### config.mk
export PLATFORM = sky130hd
export DESIGN_NAME = periodic_timeslot_arbiter_core
export DESIGN_NICKNAME = d
export VERILOG_FILES = /design/src/hw/rtl/pta_pkg.sv /design/src/hw/rtl/periodic_timeslot_arbiter_core.sv /design/src/hw/rtl/pta_step.sv
export SDC_FILE = /design/constraint.sdc
export NUM_CORES = 1
export LEC_CHECK = 0
export BUFFER_PORTS_ARGS = -buffer_cell sky130_fd_sc_hd__buf_2
export CAP_MARGIN = 0
export CELL_PAD_IN_SITES_DETAIL_PLACEMENT = 1
export CELL_PAD_IN_SITES_GLOBAL_PLACEMENT = 2
export CORE_ASPECT_RATIO = 1.4
export CORE_MARGIN = 5
export CORE_UTILIZATION = 30
export CTS_CLUSTER_SIZE = 14
export DETAILED_ROUTE_END_ITERATION = 10
export PLACE_DENSITY = 0.71
export SLEW_MARGIN = 30
export SYNTH_ARGS = -nofsm -noshare
export SYNTH_HDL_FRONTEND = slang
export SYNTH_HIERARCHICAL = 1
export SYNTH_SLANG_ARGS = --single-unit
### constraint.sdc
create_clock -name clock -period 6.6 [get_ports clock]
set_clock_uncertainty 0.2 [all_clocks]
set_input_delay 1.98 -clock clock [delete_from_list [all_inputs] [get_ports clock]]
set_output_delay 1.98 -clock clock [all_outputs]
set_load 0.03 [all_outputs]
### src/hw/rtl/pta_pkg.sv
// Shared types and constants for the periodic timeslot arbiter.
package pta_pkg;

   // Width of the configuration registers and of the length and time fields.
   localparam int CFG_W = 24;
   localparam int LEN_W = 24;

   // Default timer width.
   localparam int TIMER_BITS_DEFAULT = 24;

   // Register reset values, in microseconds.
   localparam logic [CFG_W-1:0] CYCLE_LENGTH_RESET = 24'd250000;
   localparam logic [CFG_W-1:0] SLOT_START_RESET   = 24'd10000;
   localparam logic [CFG_W-1:0] MARGIN_RESET       = 24'd150;

   // Configuration register indexes.
   localparam int CSR_INDEX_W = 2;
   localparam logic [CSR_INDEX_W-1:0] CSR_CYCLE_LENGTH = 2'd0;
   localparam logic [CSR_INDEX_W-1:0] CSR_SLOT_START   = 2'd1;
   localparam logic [CSR_INDEX_W-1:0] CSR_MARGIN       = 2'd2;

   typedef enum logic [2:0] {
      CMD_TICK       = 3'd0,
      CMD_ENTER_CONT = 3'd1,
      CMD_EXIT_CONT  = 3'd2,
      CMD_ENTER_CRIT = 3'd3,
      CMD_EXIT_CRIT  = 3'd4,
      CMD_REQUEST    = 3'd5
   } cmd_type;

   typedef enum logic [1:0] {
      EV_NONE  = 2'd0,
      EV_OPEN  = 2'd1,
      EV_CLOSE = 2'd2
   } event_type;

   typedef struct packed {
      cmd_type          command;
      logic [LEN_W-1:0] request_length_us;
   } req_word_type;

   typedef struct packed {
      logic             slot_granted;
      logic             slot_started_pulse;
      logic             slot_ended_pulse;
      logic             request_accepted;
      logic [LEN_W-1:0] time_left_us;
   } rsp_word_type;

   // Arbiter flags carried between the state registers and the step logic.
   typedef struct packed {
      logic      mode_requested;
      logic      granted_flag;
      logic      in_critical;
      event_type deferred_event;
   } flags_type;

endpackage

### src/hw/rtl/periodic_timeslot_arbiter_core.sv
// Top level of the periodic timeslot arbiter: registers, handshakes and configuration.
//
//   Channel   Direction   Handshake          Word
//   req_      in          valid / stall      command, request_length_us
//   rsp_      out         valid / stall      grant, pulses, acceptance, time left
//   csr_      in          valid / ready      register index, write data
//
// Each accepted word is registered in the input register, processed by the step
// logic and registered in the result register, so its result word is offered after
// both registers; one word is taken every cycle while the result side does not stall.
// The step logic is one increment, one add for the request end, a few compares
// against the slot limits and one subtract for the remaining time.
// Reset is synchronous and active high; it clears the timer, the flags, both
// valid bits and loads the configuration registers with their default values.
// A stall on the result side holds the result register; the input register then
// holds too, and req_stall rises only while the input register is full and blocked.
// Configuration writes are taken whenever the input register is empty.
module periodic_timeslot_arbiter_core #(
   parameter int TIMER_BITS = pta_pkg::TIMER_BITS_DEFAULT
) (
   input  logic                                 clock,
   input  logic                                 reset,
   input  logic                                 req_valid,
   output logic                                 req_stall,
   input  pta_pkg::req_word_type                req_word,
   output logic                                 rsp_valid,
   input  logic                                 rsp_stall,
   output pta_pkg::rsp_word_type                rsp_word,
   input  logic                                 csr_valid,
   output logic                                 csr_ready,
   input  logic [pta_pkg::CSR_INDEX_W-1:0]      csr_index,
   input  logic [pta_pkg::CFG_W-1:0]            csr_data
);

   // Input register.
   logic                  in_valid_ff, in_valid_in;
   pta_pkg::req_word_type in_word_ff, in_word_in;

   // Result register.
   logic                  rsp_valid_ff, rsp_valid_in;
   pta_pkg::rsp_word_type rsp_word_ff, rsp_word_in;

   // Arbiter state.
   logic [TIMER_BITS-1:0] counter_ff, counter_in;
   pta_pkg::flags_type    flags_ff, flags_in;

   // Configuration registers. The slot end is kept precomputed so the step
   // logic need not compute it from the cycle length and margin.
   logic [pta_pkg::CFG_W-1:0] cycle_length_ff, cycle_length_in;
   logic [pta_pkg::CFG_W-1:0] slot_start_ff, slot_start_in;
   logic [pta_pkg::CFG_W-1:0] margin_ff, margin_in;
   logic [TIMER_BITS-1:0]     slot_end_ff, slot_end_in;

   logic                  advance;
   logic                  req_take;
   logic                  csr_write;
   logic [TIMER_BITS-1:0] step_counter;
   pta_pkg::flags_type    step_flags;
   pta_pkg::rsp_word_type step_result;

   // The word in the input register moves on when the result register is
   // empty or its word is being taken this cycle.
   assign advance   = in_valid_ff && (!rsp_valid_ff || !rsp_stall);
   assign req_stall = in_valid_ff && !advance;
   assign req_take  = req_valid && !req_stall;

   assign csr_ready = !in_valid_ff;
   assign csr_write = csr_valid && csr_ready;

   assign rsp_valid = rsp_valid_ff;
   assign rsp_word  = rsp_word_ff;

   pta_step #(
      .TIMER_BITS (TIMER_BITS)
   ) u_step (
      .word         (in_word_ff),
      .counter      (counter_ff),
      .flags        (flags_ff),
      .cycle_len    (TIMER_BITS'(cycle_length_ff)),
      .slot_start   (TIMER_BITS'(slot_start_ff)),
      .slot_end     (slot_end_ff),
      .counter_next (step_counter),
      .flags_next   (step_flags),
      .result       (step_result)
   );

   always_comb begin
      in_valid_in = in_valid_ff;
      in_word_in  = in_word_ff;
      if (req_take) begin
         in_valid_in = 1'b1;
         in_word_in  = req_word;
      end else if (advance) begin
         in_valid_in = 1'b0;
      end
   end

   always_comb begin
      rsp_valid_in = rsp_valid_ff && rsp_stall;
      rsp_word_in  = rsp_word_ff;
      counter_in   = counter_ff;
      flags_in     = flags_ff;
      if (advance) begin
         rsp_valid_in = 1'b1;
         rsp_word_in  = step_result;
         counter_in   = step_counter;
         flags_in     = step_flags;
      end
   end

   // Register writes; the slot end follows the cycle length and margin, both
   // taken modulo the timer width.
   always_comb begin
      cycle_length_in = cycle_length_ff;
      slot_start_in   = slot_start_ff;
      margin_in       = margin_ff;
      slot_end_in     = slot_end_ff;
      if (csr_write) begin
         unique case (csr_index)
            pta_pkg::CSR_CYCLE_LENGTH: begin
               cycle_length_in = csr_data;
               slot_end_in     = TIMER_BITS'(csr_data) - TIMER_BITS'(margin_ff);
            end
            pta_pkg::CSR_SLOT_START: begin
               slot_start_in = csr_data;
            end
            pta_pkg::CSR_MARGIN: begin
               margin_in   = csr_data;
               slot_end_in = TIMER_BITS'(cycle_length_ff) - TIMER_BITS'(csr_data);
            end
            default: begin
            end
         endcase
      end
   end

   always_ff @(posedge clock) begin
      if (reset) begin
         in_valid_ff     <= 1'b0;
         rsp_valid_ff    <= 1'b0;
         counter_ff      <= '0;
         flags_ff        <= '{mode_requested: 1'b0, granted_flag: 1'b0,
                              in_critical: 1'b0, deferred_event: pta_pkg::EV_NONE};
         cycle_length_ff <= pta_pkg::CYCLE_LENGTH_RESET;
         slot_start_ff   <= pta_pkg::SLOT_START_RESET;
         margin_ff       <= pta_pkg::MARGIN_RESET;
         slot_end_ff     <= TIMER_BITS'(pta_pkg::CYCLE_LENGTH_RESET) -
                            TIMER_BITS'(pta_pkg::MARGIN_RESET);
      end else begin
         in_valid_ff     <= in_valid_in;
         rsp_valid_ff    <= rsp_valid_in;
         counter_ff      <= counter_in;
         flags_ff        <= flags_in;
         cycle_length_ff <= cycle_length_in;
         slot_start_ff   <= slot_start_in;
         margin_ff       <= margin_in;
         slot_end_ff     <= slot_end_in;
      end
   end

   // Payload registers carry no reset.
   always_ff @(posedge clock) begin
      in_word_ff  <= in_word_in;
      rsp_word_ff <= rsp_word_in;
   end

endmodule

### src/hw/rtl/pta_step.sv
// Combinational update of the arbiter state and result word for one input word.
module pta_step #(
   parameter int TIMER_BITS = pta_pkg::TIMER_BITS_DEFAULT
) (
   input  pta_pkg::req_word_type  word,
   input  logic [TIMER_BITS-1:0]  counter,
   input  pta_pkg::flags_type     flags,
   input  logic [TIMER_BITS-1:0]  cycle_len,
   input  logic [TIMER_BITS-1:0]  slot_start,
   input  logic [TIMER_BITS-1:0]  slot_end,
   output logic [TIMER_BITS-1:0]  counter_next,
   output pta_pkg::flags_type     flags_next,
   output pta_pkg::rsp_word_type  result
);

   localparam int SumW = ((TIMER_BITS > pta_pkg::LEN_W) ? TIMER_BITS : pta_pkg::LEN_W) + 1;
   localparam logic [TIMER_BITS-1:0] LeftMax = TIMER_BITS'({pta_pkg::LEN_W{1'b1}});

   logic [TIMER_BITS-1:0] count_inc;
   logic [TIMER_BITS-1:0] left_full;
   logic [SumW-1:0]       req_sum;
   logic                  started;
   logic                  ended;
   logic                  accepted;
   logic                  in_window;

   assign count_inc = counter + TIMER_BITS'(1);
   assign req_sum   = SumW'(counter) + SumW'(word.request_length_us);

   always_comb begin
      counter_next = counter;
      flags_next   = flags;
      started      = 1'b0;
      ended        = 1'b0;
      accepted     = 1'b0;
      unique case (word.command)
         pta_pkg::CMD_TICK: begin
            counter_next = count_inc;
            // Open compare first, then close, then the cycle clear.
            if (count_inc == slot_start) begin
               if (flags_next.in_critical) begin
                  flags_next.deferred_event =
                     (flags_next.deferred_event == pta_pkg::EV_CLOSE) ?
                     pta_pkg::EV_NONE : pta_pkg::EV_OPEN;
               end else if (flags_next.mode_requested && !flags_next.granted_flag) begin
                  flags_next.granted_flag = 1'b1;
                  started = 1'b1;
               end
            end
            if (count_inc == slot_end) begin
               if (flags_next.in_critical) begin
                  flags_next.deferred_event =
                     (flags_next.deferred_event == pta_pkg::EV_OPEN) ?
                     pta_pkg::EV_NONE : pta_pkg::EV_CLOSE;
               end else if (flags_next.mode_requested && flags_next.granted_flag) begin
                  flags_next.granted_flag = 1'b0;
                  ended = 1'b1;
               end
            end
            if (count_inc == cycle_len) begin
               counter_next = '0;
            end
         end
         pta_pkg::CMD_ENTER_CONT: begin
            flags_next.mode_requested = 1'b1;
            flags_next.deferred_event = pta_pkg::EV_NONE;
         end
         pta_pkg::CMD_EXIT_CONT: begin
            flags_next.mode_requested = 1'b0;
            flags_next.granted_flag   = 1'b0;
         end
         pta_pkg::CMD_ENTER_CRIT: begin
            flags_next.in_critical = 1'b1;
         end
         pta_pkg::CMD_EXIT_CRIT: begin
            flags_next.in_critical = 1'b0;
            if (flags.deferred_event == pta_pkg::EV_OPEN) begin
               if (flags.mode_requested && !flags.granted_flag) begin
                  flags_next.granted_flag = 1'b1;
                  started = 1'b1;
               end
            end else if (flags.deferred_event == pta_pkg::EV_CLOSE) begin
               if (flags.mode_requested && flags.granted_flag) begin
                  flags_next.granted_flag = 1'b0;
                  ended = 1'b1;
               end
            end
            flags_next.deferred_event = pta_pkg::EV_NONE;
         end
         pta_pkg::CMD_REQUEST: begin
            accepted = flags.granted_flag && (counter >= slot_start) &&
                       (req_sum < SumW'(slot_end));
         end
         default: begin
         end
      endcase
   end

   assign in_window = (counter_next >= slot_start) && (counter_next < slot_end);
   assign left_full = slot_end - counter_next;

   always_comb begin
      result.slot_granted       = flags_next.granted_flag;
      result.slot_started_pulse = started;
      result.slot_ended_pulse   = ended;
      result.request_accepted   = accepted;
      if (!in_window) begin
         result.time_left_us = '0;
      end else if (left_full > LeftMax) begin
         result.time_left_us = {pta_pkg::LEN_W{1'b1}};
      end else begin
         result.time_left_us = pta_pkg::LEN_W'(left_full);
      end
   end

endmodule

======== Yosys cells after proc, flatten, opt, wreduce, memory -nomap -nowiden ========
Cells that the tools add are included.
operators by class
  add/subtract/negate cells ............... 5
  multipliers ............................. 0
  div/mod/pow operators ................... 0
  magnitude comparators ................... 5
  eq/ne operators ......................... 13
  shift operators ......................... 0
  multiplexer cells ....................... 40
  bitwise logic cells ..................... 0
  reductions and logical operators ........ 33
operators with widths
  cell                                                                    number
  24-bit equality test                                                    3
  24-bit 2-to-1 mux                                                       3
  24-bit subtractor                                                       3
  24-bit greater-or-equal comparator                                      2
  24-bit one-hot mux with 2 select lines                                  1
  24-bit by 24-bit adder with 25-bit output                               1
  25-bit by 24-bit < comparator with 1-bit output                         1
  24-bit by 1-bit adder with 24-bit output (second input constant)        1
  24-bit greater-than comparator (second input constant)                  1
  24-bit < comparator                                                     1
  1-bit 2-to-1 mux                                                        24
  2-bit AND reduction                                                     7
  2-bit 2-to-1 mux                                                        6
  1-bit logical AND                                                       11
  2-bit nonzero test                                                      5
  1-bit one-hot mux with 2 select lines                                   4
  2-bit by 1-bit equality test with 1-bit output (second input constant)  3
  3-bit by 2-bit equality test with 1-bit output (second input constant)  2
  3-bit equality test (second input constant)                             2
  1-bit logical NOT                                                       6
  2-bit equality test (second input constant)                             2
  2-bit one-hot mux with 2 select lines                                   1
  3-bit by 1-bit equality test with 1-bit output (second input constant)  1
  3-bit logical NOT                                                       1
  other kinds (4)                                                         4
word-level totals
  bits in registers ....................... 182
  bits in latches ......................... 0
  RAM bits ................................ 0
  bits in read-only memories .............. 0
  input port bits ......................... 58
  output and inout port bits .............. 31
  word-level logic and storage cells ...... 114
  memories kept ........................... 0

======== Depth between registers and ports, before layout ========
Gate-level depths: netlist (run 1).
  depth after elaboration ................. 11
  mapped depth ............................ 26
  mapped depth without buffers ............ 21

======== Modules after synthesis ========
Netlist (run 1), hierarchy kept.
modules (own cells, without submodules)
  module                          times used  cells an instance  area an instance (um2)  sequential area each (um2)
  periodic_timeslot_arbiter_core  1           969                8707.1                  4194.0
  pta_step                        1           1031               7186.9                  0.0

======== Worst setup path after synthesis (run 1) ========
No wires, ideal clock.
  kind .................................... reg2reg
  start ................................... register counter_ff[1]
  end ..................................... register rsp_word_ff, in the netlist rsp_word[14] (data pin)
  library setup time ...................... 268 ps
  data arrival time ....................... 5183 ps
  required time ........................... 6132 ps
  path slack .............................. 949 ps
  cell stages (with the launch flop) ...... 25
  path buffers ............................ 4
  period minus slack after synthesis ...... 5651 ps
  cell sequence ........................... dfxtp_1 ha_1 nand2_1 or4_1 buf_2 nor2_4 xnor2_1 xnor2_1 or3_1 and4b_1 buf_4 nor2_4 buf_2 a22oi_1 ha_1 a211oi_1 o21ai_0 a22o_1 a31oi_1 o211ai_1 a31oi_1 o21ai_0 nand3_1 clkbuf_1 nor3_1
on the way
  longest elaborated chain between the ends .. 7
  elaborated cells on any way between the ends .. 10
  classes of those cells .................. add/sub: 2; order compare: 3; eq/ne: 1; mux: 3; reduce/logical: 1
ends and longest elaborated chain
  what                                      RTL line                               RTL
  start, declared                           periodic_timeslot_arbiter_core.sv:44   logic [TIMER_BITS-1:0] counter_ff, counter_in;
  start signal, assigned                    periodic_timeslot_arbiter_core.sv:152  counter_ff <= counter_in;
  24-bit by 1-bit adder with 24-bit output  pta_step.sv:27                         assign count_inc = counter + TIMER_BITS'(1);
  24-bit equality test                      pta_step.sv:60                         if (count_inc == cycle_len) begin
  24-bit 2-to-1 mux                         pta_step.sv:60
  24-bit 2-to-1 mux (*)                     pta_step.sv:36                         unique case (word.command)
  24-bit subtractor                         pta_step.sv:100                        assign left_full = slot_end - counter_next;
  24-bit greater-than comparator            pta_step.sv:109                        end else if (left_full > LeftMax) begin
  24-bit 2-to-1 mux                         pta_step.sv:109
  end signal, assigned                      periodic_timeslot_arbiter_core.sv:164  rsp_word_ff <= rsp_word_in;
  end, declared                             periodic_timeslot_arbiter_core.sv:41   pta_pkg::rsp_word_type rsp_word_ff, rsp_word_in;
Mark *: on every way between the ends. The rest lies on a longest branch, timed or not.
A chain may end at the register's enable or synchronous reset.

======== Final worst setup path (run 1) ========
  start ................................... register counter_ff[0]
  end ..................................... register rsp_word_ff, in the netlist rsp_word[19] (data pin)
The elaborated chain is that of the path after synthesis.

==> results by group, run 1 <==
Critical path
  • Data arrival time of the worst path: between 6 and 7 ns
  • Data required, critical path: 6.62 ns
  • Reg2reg setup slack: 0.35 ns
  • CP Launch Type: flip-flop
  • Critical path capture point type: flip-flop
  • WS Path Type: reg2reg
  • Crit. Startpoint: counter_ff[0]
  • Worst r2r src: counter_ff[0]
  • CP max FO: 16

Yosys
  • Synth Register Bits: between 150 and 200
  • Synth warnings: 6
  • Main combinational cell family by area after synthesis: compound AO/OA/AOI/OAI gates
  • Async S/R FF share, synth: 0%
  • Register area share after synthesis: 26.4%
  • Simple logic cell fraction of the synthesized area: 20.0%
  • Netlist cell types: between 100 and 150
  • Cells after synthesis: roughly 2,000
  • XOR/XNOR Fraction of Synth Area: under 10%
  • Synthesized Nets: 2,228
  • Area leader, netlist: dfxtp_1
  • Syn avg cell area: a little under 8 sq um
  • Post-synth EDFFs: 55
  • Synth top area share: ~16%
  • Synthesized area: around 0.016 sq mm
  • Synth Area in Compound Gates: 24.8%
  • Post-Synth Adder-Cell Area: 13.6%
  • Synth top area cells: dfxtp_1, ha_1, edfxtp_1
  • Synth Flop Type: dfxtp_1
  • Mux contribution to synthesized area: less than 1%

Placement
  • Dpl cells: ~2,800
  • Dpl hpwl: between 50,000 and 60,000 um
  • Place WS: 0.351 ns
  • IO buf count: 88
  • Post-DP Area: around 0.017 sq mm
  • Global placer's final weighted congestion: 0.949

Global route
  • Initial antenna violation count: 1
  • Vias in the first global route: 15,937
  • GRT Overall Usage: about a fifth
  • First-pass GRT wire length: around 94,000 um
  • Largest net degree at the start of global routing: 64
  • Gr ovfl total: 0

Timing
  • Worst hold slack: 0.255 ns
  • Slew @ Worst Pin: ~0.89 ns
  • Final Cycle Share: a little over nine tenths
  • Achievable clock frequency: ~0.16 GHz
  • Final Critical Period: 6.25 ns
  • Setup TNS Final: 0 ns
  • Final hold viol count: 0
  • Slew Limit Fails: 0
  • Slew HR: between 40% and 50%
  • Worst setup margin: 0.349 ns
  • # setup viols final: 0
  • RSZ-0062 raised after global routing: no

Drt
  • Initial DRC count: 573
  • Via count: 15,008
  • ANT nets after route: 0
  • Wire per inst: about 22 um
  • First drt pass iteration count: 5
  • Via density per instance: 5.38
  • Drt drc: 0
  • Post-Route WL: 61,600 um

Cells and area
  • Area added between synthesis and finish: 12.1%
  • # fillers: about 6,400
  • Share of post-route cells with drive strength above 1: approximately 12%
  • Fin cells: approximately 2,800
  • Fin util: about 34%
  • Register area: 0.00419 sq mm
  • Final net count: 2,297
  • Fin area: between 0.015 and 0.02 sq mm
  • Ant diodes: 0
  • Multi-input logic area: 0.0107 sq mm

Pwr
  • Register share of total power: about 42%
  • Net switching power: 925 uW
  • Tot Pwr: approximately 3 mW
  • Int Pwr: around 2.0 mW
  • Combinational share of power: approximately a fifth
  • Clk pwr share: between 30 and 40%
  • Pleak: roughly 7.2 nW
  • VDD IR max: 0.000171 V
  • Net Sw Frac: between 30% and 40%
  • Cell area power density: roughly 170 mW/mm^2

Clock network
  • CTS buffer count: 17
  • Post-CTS Hold Buffers: 0
  • Clock Latency Late Sink: around 0.47 ns
  • Postcts setup bufs: 0
  • Post-CTS sizing: 0
  • H-tree Lvls: 4
  • CTS Buffer Depth: 2
  • Clock-pin slew on the worst setup and hold paths: about 0.07 ns
  • CTS tree: yes
  • Clk sinks: around 180
  • CTS Root Cell: clkbuf_16

Flow run
  • Maxcap violations: 0

Floorplanning
  • Core area: between 0.05 and 0.06 sq mm
  • Die extent in x: 205 um
  • Starting Density: a little over 30%
  • Die H: between 200 and 300 um
  • Area of the die: between 0.05 and 0.06 sq mm
  • Rows: a little under 100
  • Top Ports: ~90

Min path
  • Hold Crit Class: reg2reg
  • Min-delay src: margin_ff[18]

Run status
  • Status: finished clean
-- synth_stat cells (5+ instances only) --
cell         n
nand3_1     41
a2111oi_0    9
nor2_1     140
buf_2       21
o21a_1      12
a211oi_1    23
nand2_1    262
edfxtp_1    55
clkbuf_8     5
a31o_2       5
nor4_1      18
dfxtp_1    127
o2111ai_1   10
a211o_1     24
o22ai_1      6
o211ai_1    14
a22o_1      23
a21o_1      43
and2_1      11
o31ai_1      6
nor2b_1     21
a22oi_1     22
a31oi_1     22
o21ai_0     90
nand3b_1     8
a21boi_0     5
and3_1      13
inv_1      134
xnor2_1     99
o31a_1       6
nor3b_1      5
nor3_1      49
ha_1       166
o21ai_1     14
and4_1       9
or3_1        7
or2_2        5
nand2b_1    20
o21bai_1    10
buf_4        9
nand4_1     29
xor2_1      44
a21oi_1    192
clkbuf_1    58
buf_1        6
-- power groups by stage --
| stage | clock network, mW | logic, mW | registers (mW) |
|---|---|---|---|
| detailed placement | 0 | 0.611 | 1.27 |
| global route | 1.16 | 0.678 | 1.25 |
| finish | 1.09 | 0.612 | 1.25 |
| global placement | 0 | 0.600 | 1.27 |
| floorplan | 0 | 0.421 | 1.26 |
| CTS | 1.13 | 0.615 | 1.25 |
-- layout by cell type (no fill, tap or decap), types with 43 or more instances in the layout --
master      n
buf_2      87
a21o_1     43
o21ai_0    90
ha_1      166
dfxtp_1   127
edfxtp_1   55
a21oi_1   192
xnor2_1    99
buf_4      65
xor2_1     44
nand2_1   262
nor2_1    139
nor3_1     48
inv_1     133
-- layer usage --
| layer | global-route usage (%) | wire [um] | vias to the layer above |
|---|---|---|---|
| met3 | 2.04 | 1440 | 77 |
| met2 | 39.3 | 31600 | 210 |
| li1 | - | - | 7347 |
| met4 | 8.73 | 2430 | 2 |
| met1 | 24.9 | 26100 | 7372 |
| met5 | 0 | 20 | - |
-- cells by family after synthesis --
family,after synthesis
simple gates,662
flops,182
xor+xnor,147
buf+inv,239
mux,4
compound gates,596
fa+ha+maj,170
-- final cells by class --
cell class	instances	share of cell area, %
timing repair buffer	153	5.34
clock inverter	11	0.681
clock buffer	21	2.70
tap	707	4.96
multi-input combinational	1579	59.9
sequential	182	23.5
inverter	136	2.86
-- sequential cells by signal, summed over array words and instances, names as in the netlist --
name and count:
counter_ff 24, cycle_length_ff 24, flags_ff 5, in_valid_ff 1, in_word_ff 27, margin_ff 24, rsp_valid 1, rsp_word 28
slot_end_ff 24, slot_start_ff 24
-- final timing paths --
check             endpoint  cells past startpoint
min          margin_ff[18]                      2
max           rsp_word[19]                     23
max reg2reg   rsp_word[19]                     23
min reg2reg  margin_ff[18]                      2
-- worst max-delay path: stages (launching register included) --
cell and delay [ns]:
dfxtp_1 0.34, buf_4 0.20, nand3_1 0.09, buf_4 0.22
nor3_1 0.47, and3_1 0.45, xnor2_1 0.21, o22ai_1 0.11
nor4_1 0.31, and4b_2 0.44, buf_4 0.20, buf_4 0.15
o21ai_0 0.12, a22oi_1 0.28, ha_1 0.34, o21a_1 0.13
o31a_1 0.14, o31ai_1 0.51, a211oi_1 0.25, nor2_1 0.18
a21oi_1 0.18, a31o_2 0.30, xnor2_1 0.14, nor2_1 0.05
Power figures use the tool's default switching activity.
==> inputs of run 2 (changes only) <==
--- a/config.mk
+++ b/config.mk
@@ -12,6 +12,7 @@
 export CORE_ASPECT_RATIO = 1.4
 export CORE_MARGIN = 5
 export CORE_UTILIZATION = 30
+export CTS_BUF_LIST = sky130_fd_sc_hd__clkbuf_2
 export CTS_CLUSTER_SIZE = 14
 export DETAILED_ROUTE_END_ITERATION = 10
 export PLACE_DENSITY = 0.71
==> constraint.sdc (replaced) <==
create_clock -name clock -period 6.6 [get_ports clock]
set_clock_uncertainty 0.2 [all_clocks]
set_input_delay 0.99 -clock clock [delete_from_list [all_inputs] [get_ports clock]]
set_output_delay 0.99 -clock clock [all_outputs]
set_load 0.03 [all_outputs]
==> run 2 against run 1 <==
- critical path depth down 1
- first-iteration DRC count up 9.4%
- via count up 1.3%
- highest routed layer is now met4
==> results by group, run 2 (synthesis results as in run 1) <==
Run status
  • Status: finished clean

Clock network
  • Clk sinks: 182 (unchanged)
  • CTS Buffer Depth: 2 (unchanged)
  • H-tree Lvls: 4 (unchanged)
  • Post-CTS sizing: 0 (unchanged)
  • CTS buffer count: 17 (unchanged)
  • Clock-pin slew on the worst setup and hold paths: 0.31 ns (+0.24 ns)
  • Postcts setup bufs: 0 (unchanged)
  • CTS Root Cell: clkbuf_2
  • CTS tree: yes
  • Clock Latency Late Sink: 0.97 ns (+0.50 ns)
  • Post-CTS Hold Buffers: 53 (+53)

Critical path
  • Most frequent CP cell: buf_4
  • Worst r2r src: counter_ff[4]
  • Data required, critical path: 7.19 ns (+0.57 ns)
  • WS Path Type: reg2reg
  • CP Cell Sequence: buf_4, and4_1, nand4_1, nor2_1, xnor2_1, o22ai_1, nor4_1, and4b_1, buf_4, nor2_4, buf_4, a22o_1, ha_1, nand4_1, a211oi_1, o31a_1, a311o_1, a41oi_1, o21ai_0, nand3_1, buf_4, a211oi_1
  • Crit. Startpoint: counter_ff[4]
  • CP max FO: 24 (+8)
  • Worst path max stage delay: 0.47 ns (-0.04 ns)
  • CP Launch Type: flip-flop
  • Critical path capture point type: flip-flop
  • Data arrival time of the worst path: 6.91 ns (+0.64 ns)
  • Critical-path top delay cell: and4b_1

Timing
  • RSZ-0062 raised after global routing: no
  • # setup viols final: 0 (unchanged)
  • Worst hold slack: 0.172 ns (-0.0829 ns)
  • Setup TNS Final: 0 ns (unchanged)
  • Final Cycle Share: 95.8% (+1.0 points)
  • Slew HR: 35.7% (-4.8 points)
  • Slew Limit Fails: 0 (unchanged)
  • Achievable clock frequency: 0.158 GHz (-1.1%)
  • Final Critical Period: 6.32 ns (+0.0691 ns)
  • Final hold viol count: 0 (unchanged)
  • Slew @ Worst Pin: 0.959 ns (+0.0688 ns)

Cells and area
  • Final net count: 2,353 (+2.4%)
  • Share of post-route cells with drive strength above 1: 11.2% (-0.30 points)
  • Area added between synthesis and finish: 13.5%
  • Most common cell after layout, fill and taps aside: nand2_1
  • Commonest cells after routing, fill and taps aside: nand2_1, a21oi_1, ha_1
  • Max reg flops: 28 (unchanged)

Global route
  • Largest net degree at the start of global routing: 80 (+25%)
  • Initial antenna violation count: 1 (unchanged)
  • Gr ovfl total: 0 (unchanged)
  • First-pass GRT wire length: 95,300 um (+1.1%)
  • Vias in the first global route: 16,014 (+0.48%)
  • GRT Overall Usage: 21.4% (+0.25 points)

Drt
  • Initial DRC count: 627 (+9.4%)
  • Drt drc: 0 (unchanged)
  • ANT nets after route: 0 (unchanged)
  • Wire per inst: 21.9 um (-0.74%)
  • Via count: 15,198 (+1.3%)
  • First drt pass iteration count: 5 (unchanged)
  • Via density per instance: 5.34 (-0.76%)
  • Post-Route WL: 62,400 um (+1.3%)

Min path
  • Min-delay src: reset
  • Hold Crit Class: in2reg

Placement
  • Global placer's final weighted congestion: 0.929 (-2.1%)
  • Dpl hpwl: 50,400 um (about the same)
  • IO buf count: 88 (unchanged)

Floorplanning
  • Area of the die: 0.0577 sq mm (unchanged)
  • Rows: 99 (unchanged)
  • Core area: 0.0523 sq mm (unchanged)
  • Die extent in x: 205 um (unchanged)
  • Die H: 282 um (unchanged)
  • Starting Density: 30.4% (unchanged)
  • Top Ports: 89 (unchanged)

Pwr
  • Pleak: 7.28 nW (+1.2%)
  • Cell area power density: 140 mW/mm^2 (-15%)
  • VDD IR max: 0.0000937 V (-45%)

Flow run
  • Maxcap violations: 0 (unchanged)
run 2: cell count changes in the layout (fill, tap and decap cells not counted), moves of 2 or more:
cell | before | now
buf_4 | 65 | 67
clkbuf_16 | 17 | 0
clkbuf_2 | 0 | 18
clkbuf_8 | 4 | 0
dlygate4sd3_1 | 0 | 53
inv_4 | 2 | 0
inv_6 | 0 | 4
run 2: layout make-up:
class	instances	area (sq um)
antenna	1	2.50
clock buffer	18	90.1
clock inverter	14	150
fill	6409	34200
inverter	136	510
multi-input combinational	1579	10700
sequential	182	4190
tap	707	885
timing repair buffer	209	1520
run 2: path summary, 6_finish.rpt:
kind                                       to  slack (ns)  cells after the start
worst max register to register   rsp_word[16]        0.28                     22
worst max-delay path             rsp_word[16]        0.28                     22
worst min-delay path            margin_ff[11]        0.17                      2
worst min register to register   margin_ff[3]        0.27                      2
run 2: metal layers:
layer | up-vias | global-route usage [%] | part of all wire (%)
met1 | 7414 | 25.1 | 42
met2 | 244 | 39.5 | 51
li1 | 7450 | - | -
met3 | 90 | 2.39 | 2.1
met4 | 0 | 9.08 | 4.3
met5 | - | 0 | 0
run 2: worst max-delay path, delay by kind of cell (launching register included):
family | cells | cell delay, ns
XOR/XNOR | 1 | 0.26
AND/OR/NAND/NOR | 8 | 2.20
buffers and inverters | 4 | 0.96
adder cells (fa/ha/maj) | 1 | 0.32
flip-flops | 1 | 0.42
AO/OA/AOI/OAI | 8 | 1.80
run 2: per-stage QoR:
step	worst slack, ns	total power [mW]	instance area, sq um	utilization [%]	cells
final	0.280	2.53	18000	34.5	2846
after global routing	0.0479	2.68	18000	34.5	2846
after CTS	0.361	2.58	18000	34.4	2843
after detailed placement	0.400	1.88	17200	32.9	2758
after global placement	0.493	1.87	17200	32.9	2758
after floorplan	0.949	1.68	15900	-	2000
run 2: where the power goes:
group,internal (mW),leakage (nW),switching (mW),total (mW)
Clock,0.181,0.143,0.461,0.642
Combinational,0.256,5.58,0.382,0.639
Sequential,1.20,1.56,0.0526,1.25
==> inputs of run 3 (changes only) <==
--- a/config.mk
+++ b/config.mk
@@ -10,12 +10,12 @@
 export CELL_PAD_IN_SITES_DETAIL_PLACEMENT = 1
 export CELL_PAD_IN_SITES_GLOBAL_PLACEMENT = 2
 export CORE_ASPECT_RATIO = 1.4
-export CORE_MARGIN = 5
-export CORE_UTILIZATION = 30
+export CORE_MARGIN = 2
+export CORE_UTILIZATION = 35
 export CTS_BUF_LIST = sky130_fd_sc_hd__clkbuf_2
 export CTS_CLUSTER_SIZE = 14
 export DETAILED_ROUTE_END_ITERATION = 10
-export PLACE_DENSITY = 0.71
+export PLACE_DENSITY = 0.8
 export SLEW_MARGIN = 30
 export SYNTH_ARGS = -nofsm -noshare
 export SYNTH_HDL_FRONTEND = slang
==> run 3 against run 2 <==
- core utilization is 5.1 points higher
- maximum frequency up 2.2%
- clock power shrank 9.2%
- sequential power about the same
- flip-flop and latch count did not move
- total power down 2.6%
- via count is 0.77% higher
- sequential share of layout area increased by 0.36 points
==> results by group, run 3 (synthesis results as in run 1) <==
Cells and area
  • Share of post-route cells with drive strength above 1: 11.3% (+0.084 points)
  • Max reg flops: 28 (unchanged)
  • Commonest cells after routing, fill and taps aside: nand2_1, a21oi_1, ha_1
  • # fillers: 5,539 (-14%)
  • Area added between synthesis and finish: 11.7%
  • Most common cell after layout, fill and taps aside: nand2_1
  • Final net count: 2,347 (-0.25%)

Pwr
  • Cell area power density: 139 mW/mm^2 (-1.2%)
  • VDD IR max: 0.0000984 V (+5.0%)
  • Pleak: 7.24 nW (-0.59%)

Timing
  • Worst hold slack: 0.101 ns (-0.0705 ns)
  • Final Cycle Share: 93.7% (-2.0 points)
  • Final Critical Period: 6.19 ns (-0.133 ns)
  • RSZ-0062 raised after global routing: no
  • Slew Limit Fails: 0 (unchanged)
  • Slew HR: 37.8% (+2.0 points)
  • Slew @ Worst Pin: 0.910 ns (-0.0488 ns)
  • Achievable clock frequency: 0.162 GHz (+2.2%)
  • Setup TNS Final: 0 ns (unchanged)
  • Final hold viol count: 0 (unchanged)
  • # setup viols final: 0 (unchanged)

Min path
  • Hold Crit Class: in2reg

Global route
  • Largest net degree at the start of global routing: 69 (-14%)
  • GRT Overall Usage: 25.5% (+4.1 points)
  • First-pass GRT wire length: 92,000 um (-3.4%)
  • Initial antenna violation count: 1 (unchanged)
  • Gr ovfl total: 0 (unchanged)
  • Vias in the first global route: 15,921 (-0.58%)

Placement
  • IO buf count: 88 (unchanged)
  • Global placer's final weighted congestion: 0.946 (+1.8%)
  • Dpl hpwl: 48,000 um (-4.8%)

Clock network
  • H-tree Lvls: 4 (unchanged)
  • CTS buffer count: 17 (unchanged)
  • CTS Buffer Depth: 2 (unchanged)
  • CTS Root Cell: clkbuf_2
  • Postcts setup bufs: 0 (unchanged)
  • Clock Latency Late Sink: 0.98 ns (about the same)
  • Clk sinks: 182 (unchanged)
  • CTS tree: yes
  • Clock-pin slew on the worst setup and hold paths: 0.28 ns (-0.03 ns)

Flow run
  • Maxcap violations: 0 (unchanged)

Floorplanning
  • Die H: 256 um (-9.3%)
  • Area of the die: 0.0472 sq mm (-18%)
  • Die extent in x: 184 um (-10%)
  • Rows: 92 (-7.1%)
  • Starting Density: 35.4% (+5.0 points)
  • Top Ports: 89 (unchanged)
  • Core area: 0.0449 sq mm (-14%)

Drt
  • Post-Route WL: 59,600 um (-4.4%)
  • Via count: 15,315 (+0.77%)
  • Via density per instance: 5.68 (+6.4%)
  • ANT nets after route: 0 (unchanged)
  • Initial DRC count: 793 (+26%)
  • First drt pass iteration count: 5 (unchanged)
  • Drt drc: 0 (unchanged)
  • Wire per inst: 22.1 um (+0.90%)

Critical path
  • Data required, critical path: 7.20 ns (about the same)
  • CP Launch Type: flip-flop
  • CP max FO: 24 (unchanged)
  • Critical path capture point type: flip-flop
  • Data arrival time of the worst path: 6.78 ns (-0.13 ns)
  • WS Path Type: reg2reg

Run status
  • Status: finished clean
## run 3: cell types whose count changed in the layout (fill, tap and decap cells not counted), moves of 2 or more
cell,before,now
clkinv_4,3,0
clkinv_2,2,4
buf_4,67,64
dlygate4sd3_1,53,50
## run 3: worst paths after layout
check	to	from	slack (ns)	cells after the start
worst min-delay path	cycle_length_ff[2]	csr_data[2]	0.10	3
worst max-delay path	rsp_word[2]	counter_ff[7]	0.41	22
worst min register to register	margin_ff[10]	margin_ff[10]	0.27	2
worst max register to register	rsp_word[2]	counter_ff[7]	0.41	22
## run 3: critical path, stage by stage (launching register included)
cell      delay [ns]
dfxtp_1         0.56
clkinv_1        0.33
nor3_1          0.56
nand4_1         0.23
xor2_1          0.27
xnor2_1         0.09
or3_1           0.36
and4b_2         0.42
nor3_1          0.10
a21o_1          0.20
ha_1            0.21
fa_1            0.39
nor2b_1         0.21
o211ai_1        0.15
a31oi_1         0.25
a31oi_1         0.13
buf_4           0.17
o211ai_1        0.22
a31oi_1         0.17
o21ai_0         0.22
nand3_1         0.16
buf_12          0.20
nor3_1          0.20
## run 3: final cells by class
type	count	area, sq um	share of cell area, %
diodes	1	2.50	0.0141
multi-input cells	1579	10700	60.2
repair buffers	203	1460	8.24
well taps	564	706	3.97
clock inverters	13	105	0.592
clock buffers	18	90.1	0.507
flip-flops and latches	182	4200	23.6
inverters	136	510	2.87
## run 3: power breakdown
group	switching (mW)	internal [mW]	total [mW]
clock network	0.448	0.135	0.583
logic	0.377	0.254	0.631
registers	0.0525	1.20	1.25
total	0.877	1.59	2.46
## run 3: repair_timing
action                     in CTS  in global routing
gates resized for setup         0                  4
hold endpoints to repair       71                  0
setup endpoints to repair       0                  6
hold buffers                   50                  0
## run 3: through the flow
step	setup slack (ns)	instances	util [%]	total power, mW	area (sq um)
5_1_grt	0.0904	2696	39.6	2.61	17800
3_5_place_dp	0.348	2613	37.9	1.88	17000
2_1_floorplan	0.949	2000	-	1.68	15900
4_1_cts	0.273	2694	39.5	2.50	17700
3_3_place_gp	0.607	2613	37.9	1.86	17000
6_report	0.413	2696	39.6	2.46	17800
## run 3: per-layer routing
layer	global-route usage [%]	up-vias	share of wire, %
li1	-	7449	-
met1	30.1	7500	42
met2	46.4	286	51
met3	2.31	80	2.5
met4	11.2	0	4.1
met5	0	-	0
